File: src/lpbrf_pkg.sv
// Package with the field widths, function codes and status codes of the message ring FIFO.
package lpbrf_pkg;

    localparam int DATA_W   = 8;
    localparam int LEN_W    = 7;
    localparam int STATUS_W = 3;

    // The store must hold more than this many used bytes before a pop is served.
    localparam int FREE_MIN = 2;

    localparam logic FUNC_PUSH = 1'b0;
    localparam logic FUNC_POP  = 1'b1;

    localparam logic [STATUS_W-1:0] STATUS_PUSH_OK   = 3'd0;
    localparam logic [STATUS_W-1:0] STATUS_REFUSED   = 3'd1;
    localparam logic [STATUS_W-1:0] STATUS_POP_BYTE  = 3'd2;
    localparam logic [STATUS_W-1:0] STATUS_EMPTY     = 3'd3;
    localparam logic [STATUS_W-1:0] STATUS_BUSY      = 3'd4;
    localparam logic [STATUS_W-1:0] STATUS_ZERO_LEN  = 3'd5;

endpackage

File: src/lpbrf_ram.sv
// Generic single-port-write, single-port-read RAM with a registered read.
module lpbrf_ram #(
    parameter int WIDTH = 8,
    parameter int DEPTH = 256
) (
    input  logic                     clk,
    input  logic                     we,
    input  logic [$clog2(DEPTH)-1:0] waddr,
    input  logic [WIDTH-1:0]         wdata,
    input  logic                     re,
    input  logic [$clog2(DEPTH)-1:0] raddr,
    output logic [WIDTH-1:0]         rdata
);

    logic [WIDTH-1:0] mem [DEPTH];

    always_ff @(posedge clk)
    begin
        if (we)
        begin
            mem[waddr] <= wdata;
        end
        if (re)
        begin
            rdata <= mem[raddr];
        end
    end

endmodule

File: src/length_prefixed_byte_ring_fifo_unit.sv
// Top level of the ring FIFO that stores whole length-prefixed messages.
//
// A push transfer returns one status result. A pop that is served first reads
// the length byte at the head, then returns its message bytes at one per cycle
// while result_stall is low; a pop that is refused (busy, empty or zero length)
// returns one result. The rate is set by the single read port and single write
// port of the byte store, which a pop uses once per byte. After reset the block
// writes zero to every store entry, and holds item_stall high during that pass.
// A finished result waits in the output register, and the next item is taken in
// the cycle that register is drained.
module length_prefixed_byte_ring_fifo_unit #(
    parameter int DEPTH   = 256,
    parameter int MAX_MSG = 64
) (
    input  logic                                clk,
    input  logic                                rst_n,
    input  logic                                item_valid,
    output logic                                item_stall,
    input  logic                                func,
    input  logic [lpbrf_pkg::DATA_W-1:0]        data,
    input  logic                                first,
    input  logic [lpbrf_pkg::LEN_W-1:0]         msg_len,
    output logic                                result_valid,
    input  logic                                result_stall,
    output logic [lpbrf_pkg::STATUS_W-1:0]      status,
    output logic [lpbrf_pkg::DATA_W-1:0]        out_byte,
    output logic [lpbrf_pkg::LEN_W-1:0]         length,
    output logic                                last
);

    localparam int AW = $clog2(DEPTH);
    localparam int FW = $clog2(DEPTH + 1);
    localparam int XW = FW + 8;

    localparam logic [1:0] ST_CLEAR    = 2'd0;
    localparam logic [1:0] ST_IDLE     = 2'd1;
    localparam logic [1:0] ST_POP_LEN  = 2'd2;
    localparam logic [1:0] ST_POP_BYTE = 2'd3;

    logic [1:0]                      state_reg, state_next;
    logic [AW-1:0]                   head_reg, head_next;
    logic [AW-1:0]                   tail_reg, tail_next;
    logic [AW-1:0]                   clr_reg, clr_next;
    logic [FW-1:0]                   free_reg, free_next;
    logic                            push_open_reg, push_open_next;
    logic                            push_drop_reg, push_drop_next;
    logic [lpbrf_pkg::LEN_W-1:0]     push_left_reg, push_left_next;
    logic [lpbrf_pkg::LEN_W-1:0]     n_reg, n_next;
    logic [lpbrf_pkg::LEN_W-1:0]     cnt_reg, cnt_next;

    logic                            out_valid_reg, out_valid_next;
    logic [lpbrf_pkg::STATUS_W-1:0]  out_status_reg, out_status_next;
    logic [lpbrf_pkg::DATA_W-1:0]    out_byte_reg, out_byte_next;
    logic [lpbrf_pkg::LEN_W-1:0]     out_len_reg, out_len_next;
    logic                            out_last_reg, out_last_next;

    logic                            ram_we;
    logic [AW-1:0]                   ram_waddr;
    logic [lpbrf_pkg::DATA_W-1:0]    ram_wdata;
    logic                            ram_re;
    logic [AW-1:0]                   ram_raddr;
    logic [lpbrf_pkg::DATA_W-1:0]    ram_rdata;

    logic                            slot_free;
    logic                            item_take;
    logic [AW-1:0]                   head_inc;
    logic [AW-1:0]                   tail_inc;
    logic [XW-1:0]                   free_x;
    logic [XW-1:0]                   len_x;
    logic [XW-1:0]                   reclaim_sum;
    logic [FW-1:0]                   free_reclaimed;
    logic [XW-1:0]                   free_rec_x;
    logic                            refuse;
    logic                            empty;
    logic [XW-1:0]                   return_sum;
    logic [lpbrf_pkg::LEN_W-1:0]     head_len;
    logic [lpbrf_pkg::LEN_W-1:0]     left_dec;

    lpbrf_ram #(
        .WIDTH (lpbrf_pkg::DATA_W),
        .DEPTH (DEPTH)
    ) u_store (
        .clk   (clk),
        .we    (ram_we),
        .waddr (ram_waddr),
        .wdata (ram_wdata),
        .re    (ram_re),
        .raddr (ram_raddr),
        .rdata (ram_rdata)
    );

    assign slot_free  = !out_valid_reg || !result_stall;
    assign item_stall = !((state_reg == ST_IDLE) && slot_free);
    assign item_take  = item_valid && !item_stall;

    assign result_valid = out_valid_reg;
    assign status       = out_status_reg;
    assign out_byte     = out_byte_reg;
    assign length       = out_len_reg;
    assign last         = out_last_reg;

    assign head_inc = (head_reg == AW'(DEPTH - 1)) ? '0 : head_reg + AW'(1);
    assign tail_inc = (tail_reg == AW'(DEPTH - 1)) ? '0 : tail_reg + AW'(1);

    // A new first byte hands the unwritten part of an open admitted message back.
    assign free_x      = XW'(free_reg);
    assign len_x       = XW'(msg_len);
    assign reclaim_sum = free_x + XW'(push_left_reg);
    always_comb
    begin
        if (push_open_reg && !push_drop_reg)
        begin
            free_reclaimed = (reclaim_sum > XW'(DEPTH)) ? FW'(DEPTH) : reclaim_sum[FW-1:0];
        end
        else
        begin
            free_reclaimed = free_reg;
        end
    end
    assign free_rec_x = XW'(free_reclaimed);
    assign refuse     = (len_x > XW'(MAX_MSG)) || (free_rec_x < len_x)
                        || (free_rec_x <= XW'(lpbrf_pkg::FREE_MIN));
    assign empty      = (free_x + XW'(lpbrf_pkg::FREE_MIN)) >= XW'(DEPTH);
    assign return_sum = free_x + XW'(n_reg);
    assign head_len   = (ram_rdata > lpbrf_pkg::DATA_W'(MAX_MSG))
                        ? lpbrf_pkg::LEN_W'(MAX_MSG) : ram_rdata[lpbrf_pkg::LEN_W-1:0];
    assign left_dec   = push_left_reg - lpbrf_pkg::LEN_W'(1);

    always_comb
    begin
        state_next      = state_reg;
        head_next       = head_reg;
        tail_next       = tail_reg;
        clr_next        = clr_reg;
        free_next       = free_reg;
        push_open_next  = push_open_reg;
        push_drop_next  = push_drop_reg;
        push_left_next  = push_left_reg;
        n_next          = n_reg;
        cnt_next        = cnt_reg;
        out_valid_next  = out_valid_reg && result_stall;
        out_status_next = out_status_reg;
        out_byte_next   = out_byte_reg;
        out_len_next    = out_len_reg;
        out_last_next   = out_last_reg;
        ram_we          = 1'b0;
        ram_waddr       = tail_reg;
        ram_wdata       = data;
        ram_re          = 1'b0;
        ram_raddr       = head_reg;

        case (state_reg)
            ST_CLEAR:
            begin
                ram_we    = 1'b1;
                ram_waddr = clr_reg;
                ram_wdata = '0;
                clr_next  = clr_reg + AW'(1);
                if (clr_reg == AW'(DEPTH - 1))
                begin
                    state_next = ST_IDLE;
                end
            end

            ST_IDLE:
            begin
                if (item_take)
                begin
                    out_valid_next  = 1'b1;
                    out_byte_next   = '0;
                    out_len_next    = '0;
                    out_last_next   = 1'b1;
                    if (func == lpbrf_pkg::FUNC_PUSH)
                    begin
                        if (first)
                        begin
                            free_next      = free_reclaimed;
                            push_open_next = 1'b0;
                            push_drop_next = 1'b0;
                            push_left_next = '0;
                            if (msg_len == '0)
                            begin
                                out_status_next = lpbrf_pkg::STATUS_ZERO_LEN;
                            end
                            else if (refuse)
                            begin
                                push_open_next  = (msg_len > lpbrf_pkg::LEN_W'(1));
                                push_drop_next  = 1'b1;
                                push_left_next  = msg_len - lpbrf_pkg::LEN_W'(1);
                                out_status_next = lpbrf_pkg::STATUS_REFUSED;
                            end
                            else
                            begin
                                free_next       = FW'(free_rec_x - len_x);
                                ram_we          = 1'b1;
                                tail_next       = tail_inc;
                                push_left_next  = msg_len - lpbrf_pkg::LEN_W'(1);
                                push_open_next  = (msg_len != lpbrf_pkg::LEN_W'(1));
                                out_status_next = lpbrf_pkg::STATUS_PUSH_OK;
                            end
                        end
                        else if (!push_open_reg)
                        begin
                            out_status_next = lpbrf_pkg::STATUS_REFUSED;
                        end
                        else
                        begin
                            push_left_next = left_dec;
                            if (left_dec == '0)
                            begin
                                push_open_next = 1'b0;
                            end
                            if (push_drop_reg)
                            begin
                                if (left_dec == '0)
                                begin
                                    push_drop_next = 1'b0;
                                end
                                out_status_next = lpbrf_pkg::STATUS_REFUSED;
                            end
                            else
                            begin
                                ram_we          = 1'b1;
                                tail_next       = tail_inc;
                                out_status_next = lpbrf_pkg::STATUS_PUSH_OK;
                            end
                        end
                    end
                    else if (push_open_reg)
                    begin
                        out_status_next = lpbrf_pkg::STATUS_BUSY;
                    end
                    else if (empty)
                    begin
                        out_status_next = lpbrf_pkg::STATUS_EMPTY;
                    end
                    else
                    begin
                        // The result is produced once the length byte comes back.
                        out_valid_next = 1'b0;
                        ram_re         = 1'b1;
                        state_next     = ST_POP_LEN;
                    end
                end
            end

            ST_POP_LEN:
            begin
                if (head_len == '0)
                begin
                    if (slot_free)
                    begin
                        out_valid_next  = 1'b1;
                        out_status_next = lpbrf_pkg::STATUS_ZERO_LEN;
                        out_byte_next   = '0;
                        out_len_next    = '0;
                        out_last_next   = 1'b1;
                        state_next      = ST_IDLE;
                    end
                end
                else
                begin
                    // The read data holds the length byte, which is also the first byte out.
                    n_next     = head_len;
                    cnt_next   = head_len;
                    state_next = ST_POP_BYTE;
                end
            end

            ST_POP_BYTE:
            begin
                if (slot_free)
                begin
                    out_valid_next  = 1'b1;
                    out_status_next = lpbrf_pkg::STATUS_POP_BYTE;
                    out_byte_next   = ram_rdata;
                    out_len_next    = n_reg;
                    out_last_next   = (cnt_reg == lpbrf_pkg::LEN_W'(1));
                    ram_we          = 1'b1;
                    ram_waddr       = head_reg;
                    ram_wdata       = '0;
                    head_next       = head_inc;
                    cnt_next        = cnt_reg - lpbrf_pkg::LEN_W'(1);
                    if (cnt_reg == lpbrf_pkg::LEN_W'(1))
                    begin
                        free_next  = (return_sum > XW'(DEPTH)) ? FW'(DEPTH)
                                                               : return_sum[FW-1:0];
                        state_next = ST_IDLE;
                    end
                    else
                    begin
                        ram_re    = 1'b1;
                        ram_raddr = head_inc;
                    end
                end
            end

            default:
            begin
                state_next = ST_IDLE;
            end
        endcase
    end

    always_ff @(posedge clk or negedge rst_n)
    begin
        if (!rst_n)
        begin
            state_reg     <= ST_CLEAR;
            head_reg      <= '0;
            tail_reg      <= '0;
            clr_reg       <= '0;
            free_reg      <= FW'(DEPTH);
            push_open_reg <= 1'b0;
            push_drop_reg <= 1'b0;
            push_left_reg <= '0;
            cnt_reg       <= '0;
            out_valid_reg <= 1'b0;
        end
        else
        begin
            state_reg     <= state_next;
            head_reg      <= head_next;
            tail_reg      <= tail_next;
            clr_reg       <= clr_next;
            free_reg      <= free_next;
            push_open_reg <= push_open_next;
            push_drop_reg <= push_drop_next;
            push_left_reg <= push_left_next;
            cnt_reg       <= cnt_next;
            out_valid_reg <= out_valid_next;
        end
    end

    always_ff @(posedge clk)
    begin
        n_reg          <= n_next;
        out_status_reg <= out_status_next;
        out_byte_reg   <= out_byte_next;
        out_len_reg    <= out_len_next;
        out_last_reg   <= out_last_next;
    end

`ifndef SYNTHESIS
    assert property (@(posedge clk) disable iff (!rst_n)
        (state_reg != ST_IDLE) |-> item_stall)
        else $error("item taken while a pop or the clearing pass is under way");

    assert property (@(posedge clk) disable iff (!rst_n)
        XW'(free_reg) <= XW'(DEPTH))
        else $error("free count above the store depth");

    assert property (@(posedge clk) disable iff (!rst_n)
        (result_valid && status == lpbrf_pkg::STATUS_POP_BYTE)
        |-> (length != '0 && XW'(length) <= XW'(MAX_MSG)))
        else $error("popped byte carries a length outside one to the message limit");

    assert property (@(posedge clk) disable iff (!rst_n)
        (state_reg == ST_POP_BYTE) |-> (cnt_reg != '0 && !push_open_reg))
        else $error("pop byte count ran out or a push is open during a pop");

    assert property (@(posedge clk) disable iff (!rst_n)
        (state_reg == ST_POP_BYTE && slot_free && cnt_reg != lpbrf_pkg::LEN_W'(1))
        |=> (state_reg == ST_POP_BYTE && $stable(free_reg)))
        else $error("pop left early or free count moved before its last byte");
`endif

endmodule
File: config.mk
export PLATFORM = sky130hd
export DESIGN_NAME = length_prefixed_byte_ring_fifo_unit
export DESIGN_NICKNAME = d
export VERILOG_FILES = /design/src/lpbrf_pkg.sv /design/src/lpbrf_ram.sv /design/src/length_prefixed_byte_ring_fifo_unit.sv
export SDC_FILE = /design/constraint.sdc
export NUM_CORES = 2
export LEC_CHECK = 0
export BUFFER_PORTS_ARGS = -buffer_cell sky130_fd_sc_hd__buf_2
export CORE_ASPECT_RATIO = 0.5
export CORE_UTILIZATION = 45
export DETAILED_ROUTE_END_ITERATION = 16
export GPL_ROUTABILITY_DRIVEN = 0
export PLACE_DENSITY = 0.65
export SLEW_MARGIN = 20
export SYNTH_ARGS = -nofsm -noshare
export SYNTH_HDL_FRONTEND = slang
export SYNTH_SLANG_ARGS = --single-unit
File: constraint.sdc
create_clock -name clk -period 9.9 [get_ports clk]
set_input_delay 0.495 -clock clk [delete_from_list [all_inputs] [get_ports clk]]
set_output_delay 0.495 -clock clk [all_outputs]
set_load 0.05 [all_outputs]
# After elaboration in Yosys (flattened, before gate mapping)
# Memories as Yosys holds them, arrays and structs flattened. A register that Yosys moved wholly into a read port is not among the register bits.
# Index checks and enable logic that the tools add are counted.
# word_totals
ff_bits	78
input_bits	21
ramBits	2048
word_cells	195
memories	1
# classes
muxes	105
eq_ne	25
addsub	10
n_reduce_logical	29
bitwise_logic	2
n_lt_le_gt_ge	8
# mem_list
name	words	word_bits	read_ports	rd_clocked_by_memory_dff	write_ports	line	text
u_store.mem	256	8	1	1	1	lpbrf_ram.sv:15	logic [WIDTH-1:0] mem [DEPTH];
# op_table
cell	count
two-way mux 8 bit	16
two-way mux 9 bit	10
two-way mux 7 bit	10
two-way mux 1 bit	39
one-hot mux 8 bit (2 select lines)	2
!= test 2 bit, second input constant	15
two-way mux 3 bit	9
adder 8 x 1 -> 8 bit, second input constant	3
== test 8 bit, second input constant	3
one-hot mux 8 bit (3 select lines)	1
logical NOT 7 bit	3
one-hot mux 7 bit (3 select lines)	1
subtractor 7 x 1 -> 7 bit, second input constant	3
adder 9 x 7 -> 10 bit	2
greater-than comparator 10 x 9 -> 1 bit, second input constant	2
two-way mux 2 bit	9
one-hot mux 9 bit (2 select lines)	1
one-hot mux 7 bit (2 select lines)	1
AND reduction 6 bit	2
adder 9 x 2 -> 10 bit, second input constant	1
greater-or-equal comparator 10 x 9 -> 1 bit, second input constant	1
less-or-equal comparator 9 x 2 -> 1 bit, second input constant	1
< comparator 9 x 7 -> 1 bit	1
one-hot mux 1 bit (3 select lines)	3
26 further kinds	40

# Logic depth before layout (Yosys ltp)
# logic_depth
word_depth	15
mapped_depth	22
mapped_depth_nobuf	22

# By module
# A second synthesis with hierarchy kept.
# hier_totals
cells_unflattened	4396
area_unflattened_um2	85473.2
# modules_own_cells
module	seq_area_each_um2	n_inst	area_per_inst_um2	cells_each
lpbrf_ram	61739.2	1	79636.4	3733
length_prefixed_byte_ring_fifo_unit	2083.2	1	5836.8	663

# Least setup slack after synthesis
# OpenSTA, ideal clock, no wires.
# synth_timing
path_kind	reg-to-reg
start	reg out_valid_reg, in the netlist result_valid
end	mem u_store.mem[0][0] (data pin)
setup_time_ps	1446
arrival_ps	7694
t_required_ps	8454
path_stages_with_launch	5
slack_ps	760
period_less_slack_ps	9140
path_cell_list	dfrtp_1 > and2_0 > clkbuf_1 > a21oi_1 > nor2b_1
# synth_between
elab_chain_cells	4
# synth_lines
item	line	text
from (decl)	length_prefixed_byte_ring_fifo_unit.sv:51	logic out_valid_reg, out_valid_next;
from (signal assigned)	length_prefixed_byte_ring_fifo_unit.sv:331	out_valid_reg <= out_valid_next;
logical NOT 1 bit	length_prefixed_byte_ring_fifo_unit.sv:92	assign slot_free = !out_valid_reg || !result_stall;
logical OR 1 bit	length_prefixed_byte_ring_fifo_unit.sv:92	
two-way mux 8 bit	length_prefixed_byte_ring_fifo_unit.sv:272	if (slot_free)
one-hot mux 8 bit (2 select lines)	length_prefixed_byte_ring_fifo_unit.sv:152	case (state_reg)
via ram_wdata, one bit	length_prefixed_byte_ring_fifo_unit.sv:59	logic [lpbrf_pkg::DATA_W-1:0] ram_wdata;
to (decl)	lpbrf_ram.sv:15	
# The timed path passes the listed nets, and every way through them passes these cells.

# Final worst setup path
# layout_timing
start	reg free_reg[0]
end	mem u_store.mem[254][4] (enable)
# layout_between
elab_chain_cells	15
# layout_lines
item	line	text
from (decl)	length_prefixed_byte_ring_fifo_unit.sv:44	logic [FW-1:0] free_reg, free_next;
from (signal assigned)	length_prefixed_byte_ring_fifo_unit.sv:313	free_reg <= FW'(DEPTH);
from (signal assigned)	length_prefixed_byte_ring_fifo_unit.sv:326	free_reg <= free_next;
adder 9 x 7 -> 10 bit	length_prefixed_byte_ring_fifo_unit.sv:108	assign reclaim_sum = free_x + XW'(push_left_reg);
greater-than comparator 10 x 9 -> 1 bit	length_prefixed_byte_ring_fifo_unit.sv:113	free_reclaimed = (reclaim_sum > XW'(DEPTH)) ? FW'(DEPTH) : reclaim_sum[FW-1:0];
two-way mux 9 bit	length_prefixed_byte_ring_fifo_unit.sv:113	
two-way mux 9 bit *	length_prefixed_byte_ring_fifo_unit.sv:111	if (push_open_reg && !push_drop_reg)
< comparator 9 x 7 -> 1 bit	length_prefixed_byte_ring_fifo_unit.sv:121	assign refuse = (len_x > XW'(MAX_MSG)) || (free_rec_x < len_x)
logical OR 1 bit	length_prefixed_byte_ring_fifo_unit.sv:121	
logical OR 1 bit *	length_prefixed_byte_ring_fifo_unit.sv:122	|| (free_rec_x <= XW'(lpbrf_pkg::FREE_MIN));
two-way mux 1 bit *	length_prefixed_byte_ring_fifo_unit.sv:185	else if (refuse)
two-way mux 1 bit *	length_prefixed_byte_ring_fifo_unit.sv:181	if (msg_len == '0)
two-way mux 1 bit *	length_prefixed_byte_ring_fifo_unit.sv:175	if (first)
two-way mux 1 bit *	length_prefixed_byte_ring_fifo_unit.sv:173	if (func == lpbrf_pkg::FUNC_PUSH)
two-way mux 1 bit *	length_prefixed_byte_ring_fifo_unit.sv:167	if (item_take)
one-hot mux 1 bit (3 select lines) *	length_prefixed_byte_ring_fifo_unit.sv:152	
two-way mux 1 bit *	lpbrf_ram.sv:19	if (we)
two-way mux 1 bit (implied by the code) *	lpbrf_ram.sv:21	mem[waddr] <= wdata;
# Mark *: on every way between the ends. The rest lies on a longest branch, timed or not.

==> impl_metrics.json <==
{
  "drtPass1Iterations": 6,
  "grt_use_met2_pct": 39.7,
  "routed_wl_mm": 265,
  "clk_latency_ps": 850,
  "ys.warnings.count": 0,
  "overflow": 0,
  "ys_types": 92,
  "ant_nets": 0,
  "final_common_cell": "edfxtp_1",
  "post-cts-setup-buffers": 0,
  "critical_path_class": "flip-flop to flip-flop",
  "fillers": 16300,
  "mostFrequentLayoutCells": "edfxtp_1 (2,082), nand2_1 (1,478), nand3_1 (930), nor3_1 (243), mux2i_1 (230)",
  "grt_first_pass_wirelength_mm": 379,
  "fmax_mhz": 135,
  "p_leak_uw": 0.0325,
  "cts-resized-gates": 0,
  "power_uw": 30900,
  "grt_usage_pct": 26.2,
  "timing_hold_violations_final": 0,
  "hpwl_mm": 157,
  "avgViaCountPerCell": 6.17,
  "fin_area_mm2": 0.0973,
  "htree_levels": 4,
  "syn-num-nets": 6699,
  "via_count": 57500,
  "postCtsHoldBufs": 2,
  "gr-usage-met3_pct": 6.35,
  "finClkSkew_ps": 34.4,
  "worst_setup_path_start_kind": "flip-flop",
  "synth_edf_count": 2082,
  "yosysSeqAreaShare_pct": 72.2,
  "syn_area_per_cell_um2": 13.3,
  "peakVddDrop_mv": 0.327,
  "arrival_ps": 7860,
  "place_area_mm2": 0.0911,
  "status": "completed",
  "std_cell_rows": 114,
  "numCtsBuffers": 186,
  "die_area_mm2": 0.198,
  "grt_pass1_vias": 53900,
  "wl_per_cell_um": 28.4,
  "grt_max_degree": 170,
  "cts-root-buf": "clkbuf_16",
  "ys.flop_type": "edfxtp_1",
  "worst_pin_slew_ps": 1220,
  "area_growth_syn_to_layout_pct": 10.2,
  "powerDensity_mw_per_mm2": 318,
  "pin_count": 42,
  "max_cap_viol_count": 0,
  "drive_gt1_share_pct": 8.84,
  "cts_tree": "yes",
  "ys_ff_latch": 2134,
  "grt_util_met1_pct": 37.1,
  "cts.sinks": 2134,
  "setup_viol": 0,
  "hold_path_class": "input pin to flip-flop",
  "drv_slew": 0,
  "nets": 6616,
  "clk_pin_slew_worst_paths_ps": 70,
  "n_antenna_cell": 0,
  "synthArstFlopShare_pct": 2.44,
  "tns_ps": 0,
  "drt_iter0_markers": 9236,
  "core-area_mm2": 0.194,
  "critPathCaptureType": "flip-flop",
  "clockBufferDepth": 3,
  "die_w_um": 629,
  "antenna_found_initial": 9,
  "slew_headroom_pct": 18.0,
  "syn_area_mm2": 0.0884,
  "fin_crit_ps": 7420,
  "required_ps": 10340,
  "initial_core_util_pct": 45.5,
  "rsz0062_at_grt": "no",
  "holdWs_ps": 51.0,
  "largest_reg_flops": 2048,
  "busiest_layer": "met2",
  "dieHeight_um": 315,
  "netlist_instances": 6640,
  "drc_errors": 0,
  "path_max_fanout": 60,
  "timing.final.crit_share_pct": 74.9,
  "port_buffers": 41
}
## layout make-up
cell class	instances	area [µm²]	area share (%)
multi-input cells	4012	22700	23.3
well taps	2610	3270	3.35
inverters	50	188	0.193
clock inverters	112	1070	1.10
flip-flops and latches	2134	63800	65.6
repair buffers	173	1440	1.48
clock buffers	228	4890	5.02
## per-stage QoR
step	instances	worst slack (ps)	utilization [%]
final	9319	2480	50.1
after global routing	9319	2090	50.1
after CTS	9319	2580	50.0
after detailed placement	8977	2630	46.9
after global placement	8977	2660	46.9
after floorplan	6640	760	-
## per-layer routing
metal	part of all wire (%)	vias up	wire length (µm)
met5	0.0049	-	13
met4	3.3	2	8780
met3	12	501	32800
met2	44	3686	117000
met1	40	28500	106000
li1	-	24900	-
## critical path, stage by stage, from the launching register on
cell      delay, ps
dfrtp_1         450
ha_1            200
inv_1            50
fa_1            400
nor2b_1         210
o31a_1          220
o32ai_2         140
a41oi_2         420
inv_1            80
a41oi_1         270
o31ai_1         180
ha_1            320
nor2b_1         170
o211ai_1        120
a32oi_1         450
o31ai_1         150
or3_1           350
a31oi_1         330
o21ai_1         340
a22o_4          520
buf_4           490
nor3_1         1020
## final timing paths
check	to	slack, ps	start	depth (start not counted)
setup / recovery	u_store.mem[254][4]$_DFFE_PP_	2480	free_reg[0]$_DFFE_PN0P_	21
hold / removal	push_open_reg$_DFFE_PN0P_	50	msg_len[3]	3
setup reg to reg	u_store.mem[254][4]$_DFFE_PP_	2480	free_reg[0]$_DFFE_PN0P_	21
hold reg to reg	clr_reg[7]$_DFFE_PN0P_	500	clr_reg[7]$_DFFE_PN0P_	1
max in group asynchronous	push_left_reg[5]$_DFFE_PN0P_	9080	rst_n	3
min in group asynchronous	free_reg[7]$_DFFE_PN0P_	300	rst_n	3
## power breakdown
group / internal [µW] / leakage, µW / switching (µW)
registers: 11400 / 0.0196 / 224
clock network: 3970 / 0.00293 / 3330
logic: 2890 / 0.00999 / 9080
## kinds of logic (layout without fill, tap and decap cells)
logic type,Yosys count,in the layout,synth area share (%)
and+or+nand+nor,2991,2991,15.1
DFF,2134,2134,72.2
AOI/OAI and AO/OA,682,682,5.54
muxes,269,269,3.54
adders and majority gates,38,38,0.564
xor gates and xnor gates,32,32,0.326
buffers and inverters,494,563,2.69
## Yosys cell counts (11+ instances only)
master | instances | share of area [%]
or3_1 | 11 | 0.078
nand3_1 | 930 | 5.3
nor2b_1 | 25 | 0.18
nor2_1 | 83 | 0.35
clkbuf_1 | 185 | 0.79
edfxtp_1 | 2082 | 71
a2111oi_0 | 19 | 0.19
nor4_1 | 41 | 0.29
o2111ai_1 | 11 | 0.11
nand4_1 | 56 | 0.40
o21ai_0 | 63 | 0.36
a211oi_1 | 35 | 0.30
buf_6 | 35 | 0.45
dfrtp_1 | 51 | 1.4
buf_1 | 29 | 0.12
xnor2_1 | 19 | 0.19
nand2b_1 | 11 | 0.078
inv_1 | 49 | 0.21
a31oi_1 | 51 | 0.36
mux2i_1 | 230 | 2.6
and2_1 | 27 | 0.19
mux4_2 | 34 | 0.87
o22a_1 | 14 | 0.14
o211ai_1 | 81 | 0.69
a32oi_1 | 33 | 0.33
nand2_1 | 1483 | 6.3
nor3_1 | 285 | 1.6
a21o_1 | 13 | 0.11
a311oi_1 | 11 | 0.11
ha_1 | 35 | 0.50
a221oi_1 | 51 | 0.51
a22oi_1 | 45 | 0.38
a21oi_1 | 118 | 0.67
xor2_1 | 12 | 0.12
o22ai_1 | 44 | 0.31
buf_2 | 188 | 1.1
No activity file was read; power rests on OpenSTA's default activity.
